File: config.mk
export PLATFORM = sky130hd
export DESIGN_NAME = frame_slot_mailbox_core
export DESIGN_NICKNAME = d
export VERILOG_FILES = /design/src/design/fsmb_pkg.sv /design/src/design/fsmb_ctrl.sv /design/src/design/fsmb_dp.sv /design/src/design/frame_slot_mailbox_core.sv
export VERILOG_INCLUDE_DIRS = /design/src /design/src/design
export SDC_FILE = /design/constraint.sdc
export NUM_CORES = 1
export LEC_CHECK = 0
export BUFFER_PORTS_ARGS = -buffer_cell sky130_fd_sc_hd__buf_2
export CAP_MARGIN = 20
export CORE_ASPECT_RATIO = 1.2
export CORE_UTILIZATION = 50
export DETAILED_ROUTE_END_ITERATION = 10
export GPL_TIMING_DRIVEN = 1
export HOLD_SLACK_MARGIN = 0.05
export PLACE_DENSITY = 0.66
export SLEW_MARGIN = 20
export SYNTH_ARGS = -nofsm -noshare
export SYNTH_HDL_FRONTEND = slang
export SYNTH_SLANG_ARGS = --single-unit
File: constraint.sdc
create_clock -name i_clk -period 8.3 [get_ports i_clk]
set_clock_uncertainty 0.2 [all_clocks]
set_input_delay 2.49 -clock i_clk [delete_from_list [all_inputs] [get_ports i_clk]]
set_output_delay 2.49 -clock i_clk [all_outputs]
set_load 0.02 [all_outputs]
File: src/design/frame_slot_mailbox_core_defines.svh
// Assertion macros used by the mailbox controller.
`ifndef FRAME_SLOT_MAILBOX_CORE_DEFINES_SVH
`define FRAME_SLOT_MAILBOX_CORE_DEFINES_SVH

// Same-cycle implication, checked outside reset.
`define FSMB_ASSERT_NOW(lbl, clk, rst_n, ante, cons, msg) \
    lbl: assert property (@(posedge clk) disable iff (!rst_n) (ante) |-> (cons)) \
        else $error(msg);

// Next-cycle implication, checked outside reset.
`define FSMB_ASSERT_NEXT(lbl, clk, rst_n, ante, cons, msg) \
    lbl: assert property (@(posedge clk) disable iff (!rst_n) (ante) |=> (cons)) \
        else $error(msg);

`endif

File: src/design/fsmb_pkg.sv
package fsmb_pkg;

    localparam int SLOT_COUNT = 3;
    localparam int SLOT_W     = (SLOT_COUNT > 1) ? $clog2(SLOT_COUNT) : 1;
    localparam int SER_W      = 64;

    typedef enum logic [2:0] {
        OP_CLAIM    = 3'd0,
        OP_FENCE_OK = 3'd1,
        OP_FENCE_NG = 3'd2,
        OP_ACQUIRE  = 3'd3,
        OP_RELEASE  = 3'd4,
        OP_REJECT   = 3'd5,
        OP_ENABLE   = 3'd6,
        OP_SHUTDOWN = 3'd7
    } t_op;

    typedef enum logic [1:0] {
        PH_FREE      = 2'd0,
        PH_PRODUCING = 2'd1,
        PH_READY     = 2'd2,
        PH_ACQUIRED  = 2'd3
    } t_phase;

    typedef enum logic [1:0] {
        STS_DONE    = 2'd0,
        STS_BUSY    = 2'd1,
        STS_UNAVAIL = 2'd2,
        STS_IGNORED = 2'd3
    } t_status;

    // controller -> datapath
    typedef struct packed {
        logic load;
        logic scan;
        logic commit;
    } t_dp_cmd;

    // datapath -> controller
    typedef struct packed {
        logic scan_last;
    } t_dp_sts;

endpackage

File: src/design/fsmb_ctrl.sv
module fsmb_ctrl
    import fsmb_pkg::*;
(
    input  logic    i_clk,
    input  logic    i_rst_n,
    input  logic    i_in_valid,
    output logic    o_in_ready,
    output logic    o_out_valid,
    input  logic    i_out_ready,
    output t_dp_cmd o_cmd,
    input  t_dp_sts i_sts
);

`include "frame_slot_mailbox_core_defines.svh"

    typedef enum logic [3:0] {
        ST_IDLE   = 4'b0001,
        ST_SCAN   = 4'b0010,
        ST_COMMIT = 4'b0100,
        ST_OUT    = 4'b1000
    } t_state;

    t_state r_state;
    t_state n_state;

    always_comb begin
        n_state = r_state;
        unique case (r_state)
            ST_IDLE:   if (i_in_valid) n_state = ST_SCAN;
            ST_SCAN:   if (i_sts.scan_last) n_state = ST_COMMIT;
            ST_COMMIT: n_state = ST_OUT;
            ST_OUT:    if (i_out_ready) n_state = ST_IDLE;
            default:   n_state = ST_IDLE;
        endcase
    end

    always_ff @(posedge i_clk) begin
        if (!i_rst_n) begin
            r_state <= ST_IDLE;
        end else begin
            r_state <= n_state;
        end
    end

    assign o_in_ready   = (r_state == ST_IDLE);
    assign o_out_valid  = (r_state == ST_OUT);
    assign o_cmd.load   = (r_state == ST_IDLE) && i_in_valid;
    assign o_cmd.scan   = (r_state == ST_SCAN);
    assign o_cmd.commit = (r_state == ST_COMMIT);

    `FSMB_ASSERT_NEXT(a_accept_starts_scan, i_clk, i_rst_n, i_in_valid && o_in_ready,
        r_state == ST_SCAN, "accepted beat did not start a scan")
    `FSMB_ASSERT_NEXT(a_commit_then_out, i_clk, i_rst_n, r_state == ST_COMMIT,
        o_out_valid && !o_in_ready, "commit not followed by result beat")
    `FSMB_ASSERT_NEXT(a_out_holds, i_clk, i_rst_n, o_out_valid && !i_out_ready,
        o_out_valid, "result beat dropped while stalled")

endmodule

File: src/design/fsmb_dp.sv
module fsmb_dp
    import fsmb_pkg::*;
(
    input  logic             i_clk,
    input  logic             i_rst_n,
    input  logic             i_cfg_wr_en,
    input  logic             i_cfg_wr_data,
    input  logic [2:0]       i_cmd,
    input  logic [3:0]       i_slot_index,
    input  logic [SER_W-1:0] i_serial,
    input  t_dp_cmd          i_ctl,
    output t_dp_sts          o_sts,
    output logic [1:0]       o_status,
    output logic [3:0]       o_granted_slot,
    output logic [SER_W-1:0] o_granted_serial,
    output logic             o_dropped_frame
);

    // persistent state
    logic               r_cfg;
    logic               r_active, n_active;
    logic               r_unavail, n_unavail;
    logic [SER_W-1:0]   r_counter, n_counter;
    t_phase             r_phase  [SLOT_COUNT];
    t_phase             n_phase  [SLOT_COUNT];
    logic [SER_W-1:0]   r_serial [SLOT_COUNT];
    logic [SER_W-1:0]   n_serial [SLOT_COUNT];

    // captured beat
    t_op                r_op;
    logic [3:0]         r_sidx;
    logic               r_in_range;
    logic [SER_W-1:0]   r_ser;

    // scan accumulators
    logic [SLOT_W-1:0]  r_scan;
    logic               r_free_found;
    logic [SLOT_W-1:0]  r_free_idx;
    logic               r_rdy_found;
    logic [SLOT_W-1:0]  r_rdy_idx;
    logic [SER_W-1:0]   r_rdy_ser;
    logic               r_acq_found;
    logic [SLOT_W-1:0]  r_acq_idx;
    logic [SER_W-1:0]   r_acq_ser;
    t_phase             r_tgt_phase;
    logic               r_tgt_match;

    // result
    t_status            r_status, n_status;
    logic [3:0]         r_gslot, n_gslot;
    logic [SER_W-1:0]   r_gser, n_gser;
    logic               r_drop, n_drop;

    t_phase             w_ph;
    logic [SER_W-1:0]   w_sr;
    logic               w_last;
    logic               w_tgt;
    logic [SER_W-1:0]   w_cnt_inc;
    logic [SLOT_W-1:0]  w_pick;

    assign w_ph      = r_phase[r_scan];
    assign w_sr      = r_serial[r_scan];
    assign w_last    = (r_scan == SLOT_W'(SLOT_COUNT - 1));
    assign w_tgt     = r_in_range && (r_scan == r_sidx[SLOT_W-1:0]);
    assign w_cnt_inc = r_counter + SER_W'(1);
    assign w_pick    = r_free_found ? r_free_idx : r_rdy_idx;

    assign o_sts.scan_last = w_last;

    // commit: one update per beat from the scan summary
    always_comb begin
        n_phase   = r_phase;
        n_serial  = r_serial;
        n_counter = r_counter;
        n_active  = r_active;
        n_unavail = r_unavail;
        n_status  = STS_DONE;
        n_gslot   = '0;
        n_gser    = '0;
        n_drop    = 1'b0;
        unique case (r_op)
            OP_CLAIM: begin
                if (!r_cfg || r_unavail) begin
                    n_status = STS_UNAVAIL;
                end else if (!r_free_found && !r_rdy_found) begin
                    n_status = STS_BUSY;
                end else begin
                    n_counter        = w_cnt_inc;
                    n_serial[w_pick] = w_cnt_inc;
                    n_phase[w_pick]  = PH_PRODUCING;
                    n_active         = 1'b1;
                    n_gslot          = 4'(w_pick);
                    n_gser           = w_cnt_inc;
                    n_drop           = !r_free_found;
                end
            end
            OP_FENCE_OK, OP_FENCE_NG: begin
                if (r_in_range && r_tgt_phase == PH_PRODUCING) begin
                    if (r_op == OP_FENCE_OK) begin
                        n_phase[r_sidx[SLOT_W-1:0]] = PH_READY;
                    end else begin
                        n_phase[r_sidx[SLOT_W-1:0]]  = PH_FREE;
                        n_serial[r_sidx[SLOT_W-1:0]] = '0;
                    end
                end else begin
                    n_status = STS_IGNORED;
                end
            end
            OP_ACQUIRE: begin
                if (!r_active) begin
                    n_status = STS_UNAVAIL;
                end else begin
                    // every ready slot but the winner goes back to free
                    for (int i = 0; i < SLOT_COUNT; i++) begin
                        if (r_phase[i] == PH_READY &&
                            !(r_acq_found && r_acq_idx == SLOT_W'(i))) begin
                            n_phase[i] = PH_FREE;
                        end
                    end
                    if (r_acq_found) begin
                        n_phase[r_acq_idx] = PH_ACQUIRED;
                        n_gslot            = 4'(r_acq_idx);
                        n_gser             = r_acq_ser;
                    end else begin
                        n_status = STS_BUSY;
                    end
                end
            end
            OP_RELEASE: begin
                if (r_in_range && r_tgt_phase == PH_ACQUIRED && r_tgt_match) begin
                    n_phase[r_sidx[SLOT_W-1:0]] = PH_FREE;
                end else begin
                    n_status = STS_IGNORED;
                end
            end
            OP_REJECT: begin
                n_unavail = 1'b1;
                n_active  = 1'b0;
            end
            OP_ENABLE: begin
                n_unavail = 1'b0;
                n_active  = 1'b0;
            end
            OP_SHUTDOWN: begin
                for (int i = 0; i < SLOT_COUNT; i++) begin
                    n_phase[i]  = PH_FREE;
                    n_serial[i] = '0;
                end
                n_counter = '0;
                n_active  = 1'b0;
                n_unavail = 1'b0;
            end
            default: n_status = STS_IGNORED;
        endcase
    end

    always_ff @(posedge i_clk) begin
        if (!i_rst_n) begin
            r_cfg     <= 1'b0;
            r_active  <= 1'b0;
            r_unavail <= 1'b0;
            r_counter <= '0;
            for (int i = 0; i < SLOT_COUNT; i++) begin
                r_phase[i]  <= PH_FREE;
                r_serial[i] <= '0;
            end
        end else begin
            if (i_cfg_wr_en) begin
                r_cfg <= i_cfg_wr_data;
            end
            if (i_ctl.commit) begin
                r_active  <= n_active;
                r_unavail <= n_unavail;
                r_counter <= n_counter;
                r_phase   <= n_phase;
                r_serial  <= n_serial;
            end
        end
    end

    // payload, scan and result registers; load seeds payload and scan before use
    always_ff @(posedge i_clk) begin
        if (i_ctl.load) begin
            r_op         <= t_op'(i_cmd);
            r_sidx       <= i_slot_index;
            r_in_range   <= ({1'b0, i_slot_index} < 5'(SLOT_COUNT));
            r_ser        <= i_serial;
            r_scan       <= '0;
            r_free_found <= 1'b0;
            r_free_idx   <= '0;
            r_rdy_found  <= 1'b0;
            r_rdy_idx    <= '0;
            r_rdy_ser    <= '0;
            r_acq_found  <= 1'b0;
            r_acq_idx    <= '0;
            r_acq_ser    <= i_serial;
            r_tgt_phase  <= PH_FREE;
            r_tgt_match  <= 1'b0;
        end else if (i_ctl.scan) begin
            if (!w_last) begin
                r_scan <= r_scan + SLOT_W'(1);
            end
            if (w_ph == PH_FREE && !r_free_found) begin
                r_free_found <= 1'b1;
                r_free_idx   <= r_scan;
            end
            // oldest ready frame, lower index on a tie
            if (w_ph == PH_READY && (!r_rdy_found || w_sr < r_rdy_ser)) begin
                r_rdy_found <= 1'b1;
                r_rdy_idx   <= r_scan;
                r_rdy_ser   <= w_sr;
            end
            // newest ready frame above the caller's serial
            if (w_ph == PH_READY && w_sr > r_acq_ser) begin
                r_acq_found <= 1'b1;
                r_acq_idx   <= r_scan;
                r_acq_ser   <= w_sr;
            end
            if (w_tgt) begin
                r_tgt_phase <= w_ph;
                r_tgt_match <= (w_sr == r_ser);
            end
        end
        if (i_ctl.commit) begin
            r_status <= n_status;
            r_gslot  <= n_gslot;
            r_gser   <= n_gser;
            r_drop   <= n_drop;
        end
    end

    assign o_status         = r_status;
    assign o_granted_slot   = r_gslot;
    assign o_granted_serial = r_gser;
    assign o_dropped_frame  = r_drop;

endmodule

File: src/design/frame_slot_mailbox_core.sv
// Channel   Handshake                      Payload
// -------   ----------------------------   ------------------------------------------
// in        i_in_valid / o_in_ready        i_cmd, i_slot_index, i_serial
// out       o_out_valid / i_out_ready      o_status, o_granted_slot, o_granted_serial,
//                                          o_dropped_frame
// cfg       i_cfg_wr_en (no wait)          i_cfg_wr_data (shared path requested)
//
// One command beat in, one result beat out. A beat walks the slot table one
// entry per cycle (one wide compare unit set), then a commit step, then the
// result is presented.
// One beat at a time: o_in_ready is high only with no beat in flight.
// Reset (i_rst_n low, synchronous) frees all slots, zeroes serials and the
// serial counter, clears the path flags and the config bit.
// A stalled output holds its result; no new beat is taken until it drains.
module frame_slot_mailbox_core
    import fsmb_pkg::*;
(
    input  logic             i_clk,
    input  logic             i_rst_n,
    // config
    input  logic             i_cfg_wr_en,
    input  logic             i_cfg_wr_data,
    // command beat
    input  logic             i_in_valid,
    output logic             o_in_ready,
    input  logic [2:0]       i_cmd,
    input  logic [3:0]       i_slot_index,
    input  logic [SER_W-1:0] i_serial,
    // result beat
    output logic             o_out_valid,
    input  logic             i_out_ready,
    output logic [1:0]       o_status,
    output logic [3:0]       o_granted_slot,
    output logic [SER_W-1:0] o_granted_serial,
    output logic             o_dropped_frame
);

    t_dp_cmd w_cmd;
    t_dp_sts w_sts;

    // sequencer: accept, scan, commit, present
    fsmb_ctrl u_ctrl (
        .i_clk       (i_clk),
        .i_rst_n     (i_rst_n),
        .i_in_valid  (i_in_valid),
        .o_in_ready  (o_in_ready),
        .o_out_valid (o_out_valid),
        .i_out_ready (i_out_ready),
        .o_cmd       (w_cmd),
        .i_sts       (w_sts)
    );

    // slot table, serial counter, path flags and result registers
    fsmb_dp u_dp (
        .i_clk            (i_clk),
        .i_rst_n          (i_rst_n),
        .i_cfg_wr_en      (i_cfg_wr_en),
        .i_cfg_wr_data    (i_cfg_wr_data),
        .i_cmd            (i_cmd),
        .i_slot_index     (i_slot_index),
        .i_serial         (i_serial),
        .i_ctl            (w_cmd),
        .o_sts            (w_sts),
        .o_status         (o_status),
        .o_granted_slot   (o_granted_slot),
        .o_granted_serial (o_granted_serial),
        .o_dropped_frame  (o_dropped_frame)
    );

endmodule
==> results of run 1 <==
[worst min path at each step]
stage                    end  cells past startpoint  slack (ns)
global placement    register                      2        0.23
floorplan           register                      2        0.22
global route        register                      2        0.27
finish              register                      2        0.25
detailed placement  register                      2        0.24
CTS                 register                      2        0.26
[cell type report]
cell class / count / area [um2] / share of cell area [%]
sequential: 550 / 13050 / 40.63
tap: 735 / 919.6 / 2.863
inverter: 167 / 633.1 / 1.971
clock inverter: 30 / 317.8 / 0.9894
clock buffer: 80 / 1647 / 5.126
multi-input combinational: 2357 / 14380 / 44.76
timing repair buffer: 203 / 1176 / 3.662
[logic make-up (layout without fill, tap and decap cells)]
| kind of cell | Yosys count | after routing | synth area share, % |
|---|---|---|---|
| buf+inv | 390 | 480 | 5.257 |
| simple gates | 1263 | 1263 | 19.75 |
| other cells | 1 | 2 | 0.01302 |
| xor+xnor | 113 | 113 | 3.437 |
| compound gates | 709 | 709 | 15.74 |
| flops | 550 | 550 | 45.29 |
| mux | 141 | 141 | 4.905 |
| fa+ha+maj | 129 | 129 | 5.605 |
[power by group]
part           internal (mW)  leakage [nW]  switching, mW  total, mW
clock                   1.57         0.962           1.14       2.71
combinational          0.340          6.63          0.612      0.951
sequential              2.95          4.57          0.161       3.11
[stage by stage]
step	setup slack, ns	std cells	hold WS, ns
4_1_cts	2.316	4122	0.2557
5_1_grt	2.120	4122	0.2714
6_report	2.233	4122	0.2521
2_1_floorplan	2.576	3297	0.2244
3_3_place_gp	2.525	4012	0.2337
3_5_place_dp	2.340	4012	0.2413
[cells in the mapped netlist (all sizes together) (8+ instances only)]
master and number:
nor2 429, nand2 407, dfxtp 347, o21ai 212, edfxtp 203, clkbuf 183
inv 165, a21oi 140, mux2i 140, ha 129, nor3 112, a22oi 107
and3 79, nand3 68, xnor2 66, nand4 54, o22ai 52, xor2 47
buf 40, a22o 31, nand2b 19, o211ai 18, o311ai 18, and2 17
nor4 16, o31ai 13, a31oi 12, nand3b 12, a211oi 11, o22a 11
a311oi 10, and4 10, o21a 10, or2 10, or3 10, a21o 9
nor2b 9, a221o 8
[worst reg2reg max path, cell delays in order, from the launching register on]
cell                       delay (ns)
sky130_fd_sc_hd__dfxtp_4         0.87
sky130_fd_sc_hd__buf_12          0.44
sky130_fd_sc_hd__mux2i_1         0.31
sky130_fd_sc_hd__o22a_1          0.23
sky130_fd_sc_hd__inv_1           0.13
sky130_fd_sc_hd__ha_1            0.34
sky130_fd_sc_hd__a211oi_1        0.26
sky130_fd_sc_hd__o21ai_0         0.13
sky130_fd_sc_hd__a211oi_1        0.79
sky130_fd_sc_hd__o211ai_1        0.30
sky130_fd_sc_hd__o311ai_4        0.94
sky130_fd_sc_hd__buf_4           0.60
sky130_fd_sc_hd__mux2i_1         0.27
sky130_fd_sc_hd__o211ai_1        0.11
[layer usage]
metal / up-vias / GRT usage (%) / share of wire (%)
met5: - / 0 / 0.015
met4: 2 / 14.31 / 4.5
met3: 175 / 3.658 / 7.2
met2: 1061 / 50.19 / 45
met1: 12350 / 43.62 / 43
li1: 11760 / - / -
==> impl_metrics.yaml, run 1 <==
run_status:
  status: "completed"
setup_path:
  timing.rr.end: "u_dp.r_rdy_idx[0]"
  critical_path.max_fanout: 57
  critPathCaptureType: "register"
  timing.setup.critical_path_class: "register to register"
  crit_chain: "buf_12 > mux2i_1 > o22a_1 > inv_1 > ha_1 > a211oi_1 > o21ai_0 > a211oi_1 > o211ai_1 > o311ai_4 > buf_4 > mux2i_1 > o211ai_1"
  cp_num_cells: 13
  worst_path_dominant_cell_family: "compound AO/OA/AOI/OAI gates"
  start_kind: "register"
  required_ns: 8.58
  critical_path.startpoint: "u_dp.r_scan[0]"
  rr_worst_depth: 13
  timing.critical_path.slowest_cell_delay_ns: 0.94
  critical-path-slowest-cell: "sky130_fd_sc_hd__o311ai_4"
  rr_startpoint: "u_dp.r_scan[0]"
  total_buffers_and_inverters_traversed_by_the_critical_path: 3
  critical_path.endpoint: "u_dp.r_rdy_idx[0]"
  regToRegSetupSlack_ns: 2.23
  critical_path_arrival_ns: 6.35
synth:
  yosys.area.top_type_share_pct: 24.12
  seq_area_frac_synth_pct: 45.29
  synth_cells: 3296
  average_size_of_a_mapped_cell_um2: 8.738
  synth_cell_types: 79
  synth_edf_count: 203
  synthArstFlopShare_pct: 0
  postSynthRegisterBits: 550
  synth_largest_area_cell: "sky130_fd_sc_hd__dfxtp_1"
  synthTopCellsByArea: "sky130_fd_sc_hd__dfxtp_1, sky130_fd_sc_hd__edfxtp_1, sky130_fd_sc_hd__ha_1"
  syn_area_um2: 28800
  synth.yosys.warnings: 0
  ys_dominant_reg_cell: "sky130_fd_sc_hd__dfxtp_1"
sta:
  totalNegativeSetupSlack_ns: 0
  pins_over_their_slew_limit: 0
  fin_crit_sh_pct: 73.10
  rsz0062_at_grt: "no"
  final_hold_viol_count: 0
  max_clock_freq_ghz: 0.1648
  timing.max_slew.rel_slack_pct: 20.98
  min_tclk_post_route_ns: 6.067
  final-setup-viol-count: 0
  timing_worst_slew_pin_value_ns: 1.173
global_routing:
  globalRouteTotalUtil_pct: 31.71
  pin_count_of_the_biggest_net_entering_global_routing: 133
  via_count_of_the_first_global_routing_pass: 23510
  grt_first_pass_wirelength_mm: 142.7
  grt_residual_overflow: 0
  number_of_antenna_violations_at_the_first_check_in_global_routing: 1
power:
  static_leakage_power_nw: 12.17
  power.total_mw: 6.776
  ir_worst_vdd_mv: 0.1693
  power_per_cell_area_nw_per_um2: 211.0
placed_design:
  detailed_place.area_um2: 30150
  gp_congestion: 0.9264
  dpl.hpwl_mm: 67.45
  port-buffer-count: 147
floorplan:
  fp.dieH_um: 264.9
  die_area_um2: 58570
  top_level_ports: 150
  die_wd_um: 221.1
  core_region_um2: 57050
  std_cell_rows: 96
  initial_utilization_pct: 50.48
routing:
  route.detailed.wl_per_inst_um: 22.96
  dr.first_iter.drc_count: 2570
  detailedRoute.firstPassIterationCount: 8
  detail_route.wirelength_mm: 94.64
  dr_vias_cell: 6.150
  drc: 0
  overall_via_count_from_detail_route: 25350
  ant_nets: 0
final_layout:
  diodes: 0
  finalInstanceArea_um2: 32120
  layout_common_cells: "sky130_fd_sc_hd__nor2_1, sky130_fd_sc_hd__nand2_1, sky130_fd_sc_hd__dfxtp_1, sky130_fd_sc_hd__o21ai_0, sky130_fd_sc_hd__edfxtp_1"
  layout.filler_cells: 5114
  post_route_cells_drive_above_1_share_pct: 9.861
  layout_commonest_cell: "sky130_fd_sc_hd__nor2_1"
  nets: 3543
  area_growth_pct: 11.53
  post-route-util_pct: 56.30
cts:
  post_cts_resize_count: 0
  cts_tree: "built"
  cts.sink_count: 550
  clk-insertion-delay-late_ns: 0.64
  post-cts-setup-buffer-count: 0
  postCtsHoldBufs: 0
  numCtsBuffers: 58
  cts_root_buf: "sky130_fd_sc_hd__clkbuf_16"
  clk_path_buf_depth: 3
  clock_tree.htree_level_count: 2
  cts.clk_slew.worst_paths_ns: 0.06
flow_run:
  max-cap-violations: 0
hold_path:
  holdCritPathClass: "register to register"
No activity file was read; power rests on OpenSTA's default activity.
==> run 2, diff against run 1 <==
PLACE_DENSITY = 0.69   (was 0.66)
clock period = 4.97 ns   (was 8.3 ns; I/O delays follow)
==> impl_metrics.yaml, run 2 (synthesis gave the netlist of run 1 again) <==
power:
  sw_frac_of_total_pct: 28.07
  power.combinational.fraction_pct: 14.5
  ir_worst_vdd_mv: 0.2663
  sequential_fraction_of_design_power_pct: 44.7
  power.net_switching_mw: 3.242
  power_per_cell_area_nw_per_um2: 353.2
  static_leakage_power_nw: 12.53
  pwr-share-clk_pct: 40.7
  p_int_mw: 8.308
cts:
  clock_tree.htree_level_count: 2
  clk_path_buf_depth: 3
  clk-insertion-delay-late_ns: 0.64
  cts_tree: "built"
  cts_root_buf: "sky130_fd_sc_hd__clkbuf_16"
  cts.sink_count: 550
  postCtsHoldBufs: 0
  numCtsBuffers: 58
  cts.clk_slew.worst_paths_ns: 0.06
hold_path:
  holdCritPathClass: "register to register"
setup_path:
  crit_chain: "buf_4 > mux2i_1 > o22ai_1 > ha_1 > a211o_1 > a2111oi_0 > buf_4 > o31ai_1 > a2111oi_1 > a21oi_1 > or2_2 > buf_4"
  critical_path.max_fanout: 36
  critical_path_arrival_ns: 4.95
  critical_path.most_common_cell: "sky130_fd_sc_hd__buf_4"
  timing.critical_path.slowest_cell_delay_ns: 0.75
  critical-path-slowest-cell: "sky130_fd_sc_hd__a2111oi_1"
  start_kind: "register"
  timing.setup.critical_path_class: "register to register"
  critPathCaptureType: "register"
  required_ns: 5.09
placed_design:
  gp_congestion: 0.9680
  dpl.hpwl_mm: 66.86
  placedCellCount: 4067
  port-buffer-count: 147
routing:
  overall_via_count_from_detail_route: 25630
  dr_vias_cell: 6.136
  detailedRoute.firstPassIterationCount: 6
  route.detailed.wl_per_inst_um: 22.50
  drc: 0
  ant_nets: 0
  dr.first_iter.drc_count: 2994
  detail_route.wirelength_mm: 93.97
global_routing:
  globalRouteTotalUtil_pct: 31.10
  grt_first_pass_wirelength_mm: 140.4
  via_count_of_the_first_global_routing_pass: 23820
  pin_count_of_the_biggest_net_entering_global_routing: 208
  grt_residual_overflow: 0
  number_of_antenna_violations_at_the_first_check_in_global_routing: 0
sta:
  min_tclk_post_route_ns: 4.829
  rsz0062_at_grt: "no"
  fin_crit_sh_pct: 97.17
  final-setup-viol-count: 0
  final_hold_viol_count: 0
  totalNegativeSetupSlack_ns: 0
  max_clock_freq_ghz: 0.2071
  pins_over_their_slew_limit: 0
  timing.max_slew.rel_slack_pct: 30.83
  timing_worst_slew_pin_value_ns: 1.028
floorplan:
  fp.dieH_um: 264.9
  core_region_um2: 57050
  top_level_ports: 150
  initial_utilization_pct: 50.48
  std_cell_rows: 96
  die_area_um2: 58570
  die_wd_um: 221.1
final_layout:
  diodes: 0
  area_taken_by_flip_flops_and_latches_um2: 13050
  layout.filler_cells: 4980
  layout_commonest_cell: "sky130_fd_sc_hd__nor2_1"
  nets: 3598
  layout_common_cells: "sky130_fd_sc_hd__nor2_1, sky130_fd_sc_hd__nand2_1, sky130_fd_sc_hd__dfxtp_1, sky130_fd_sc_hd__o21ai_0, sky130_fd_sc_hd__edfxtp_1"
  multiInputGateArea_um2: 14370
  layoutNonFillerInstCount: 4177
  post_route_cells_drive_above_1_share_pct: 11.50
  area_growth_pct: 13.56
run_status:
  status: "completed"
flow_run:
  max-cap-violations: 0
run 2: layout make-up:
| class | instances | area share [%] |
|---|---|---|
| Clock inverter | 28 | 1.090 |
| Sequential cell | 550 | 39.90 |
| Inverter | 167 | 1.936 |
| Clock buffer | 82 | 5.215 |
| Timing Repair Buffer | 258 | 5.104 |
| Tap cell | 735 | 2.812 |
| Multi-Input combinational cell | 2357 | 43.94 |
run 2: worst max-delay path: cells and delay by family, from the launching register on:
family                   cells  cell delay (ns)
AO/OA/AOI/OAI                6             1.98
adder cells (fa/ha/maj)      1             0.28
buffers and inverters        3             0.81
flip-flops                   1             0.66
multiplexers                 1             0.21
AND/OR/NAND/NOR              1             0.33
run 2: final timing paths:
path,start,to,slack [ns],cells past startpoint
max,u_dp.r_scan[0],u_dp.r_acq_ser[32],0.14,12
min,register,register,0.25,2
max reg2reg,u_dp.r_scan[0],u_dp.r_acq_ser[32],0.14,12
min reg2reg,register,register,0.25,2
run 2: power by group through the flow:
stage | logic, mW | registers [mW] | clock network, mW
finish | 1.68 | 5.17 | 4.70
global route | 1.80 | 5.18 | 4.91
CTS | 1.67 | 5.15 | 4.75
detailed placement | 1.66 | 5.24 | 0
global placement | 1.63 | 5.25 | 0
floorplan | 1.26 | 5.09 | 0
run 2: timing repair:
item                       CTS  global route
gates resized for setup      0             1
setup buffers                0             0
setup endpoints to repair    0            64
run 2: through the flow:
step | utilization, % | power [mW] | area (um2) | setup slack [ns] | hold WS, ns
2_1_floorplan | - | 6.345 | 28800 | 0.05600 | 0.2244
3_3_place_gp | 53.70 | 6.872 | 30640 | 0.1979 | 0.2335
3_5_place_dp | 53.70 | 6.907 | 30640 | 0.07508 | 0.2418
4_1_cts | 57.31 | 11.58 | 32700 | 0.04821 | 0.2559
5_1_grt | 57.32 | 11.89 | 32700 | 0.04955 | 0.2779
6_report | 57.32 | 11.55 | 32700 | 0.1407 | 0.2530
run 2: layer usage:
layer	track usage, %	part of all wire (%)
met5	0	0
met4	15.84	5.1
met3	4.722	8.2
met2	48.36	45
met1	42.12	42
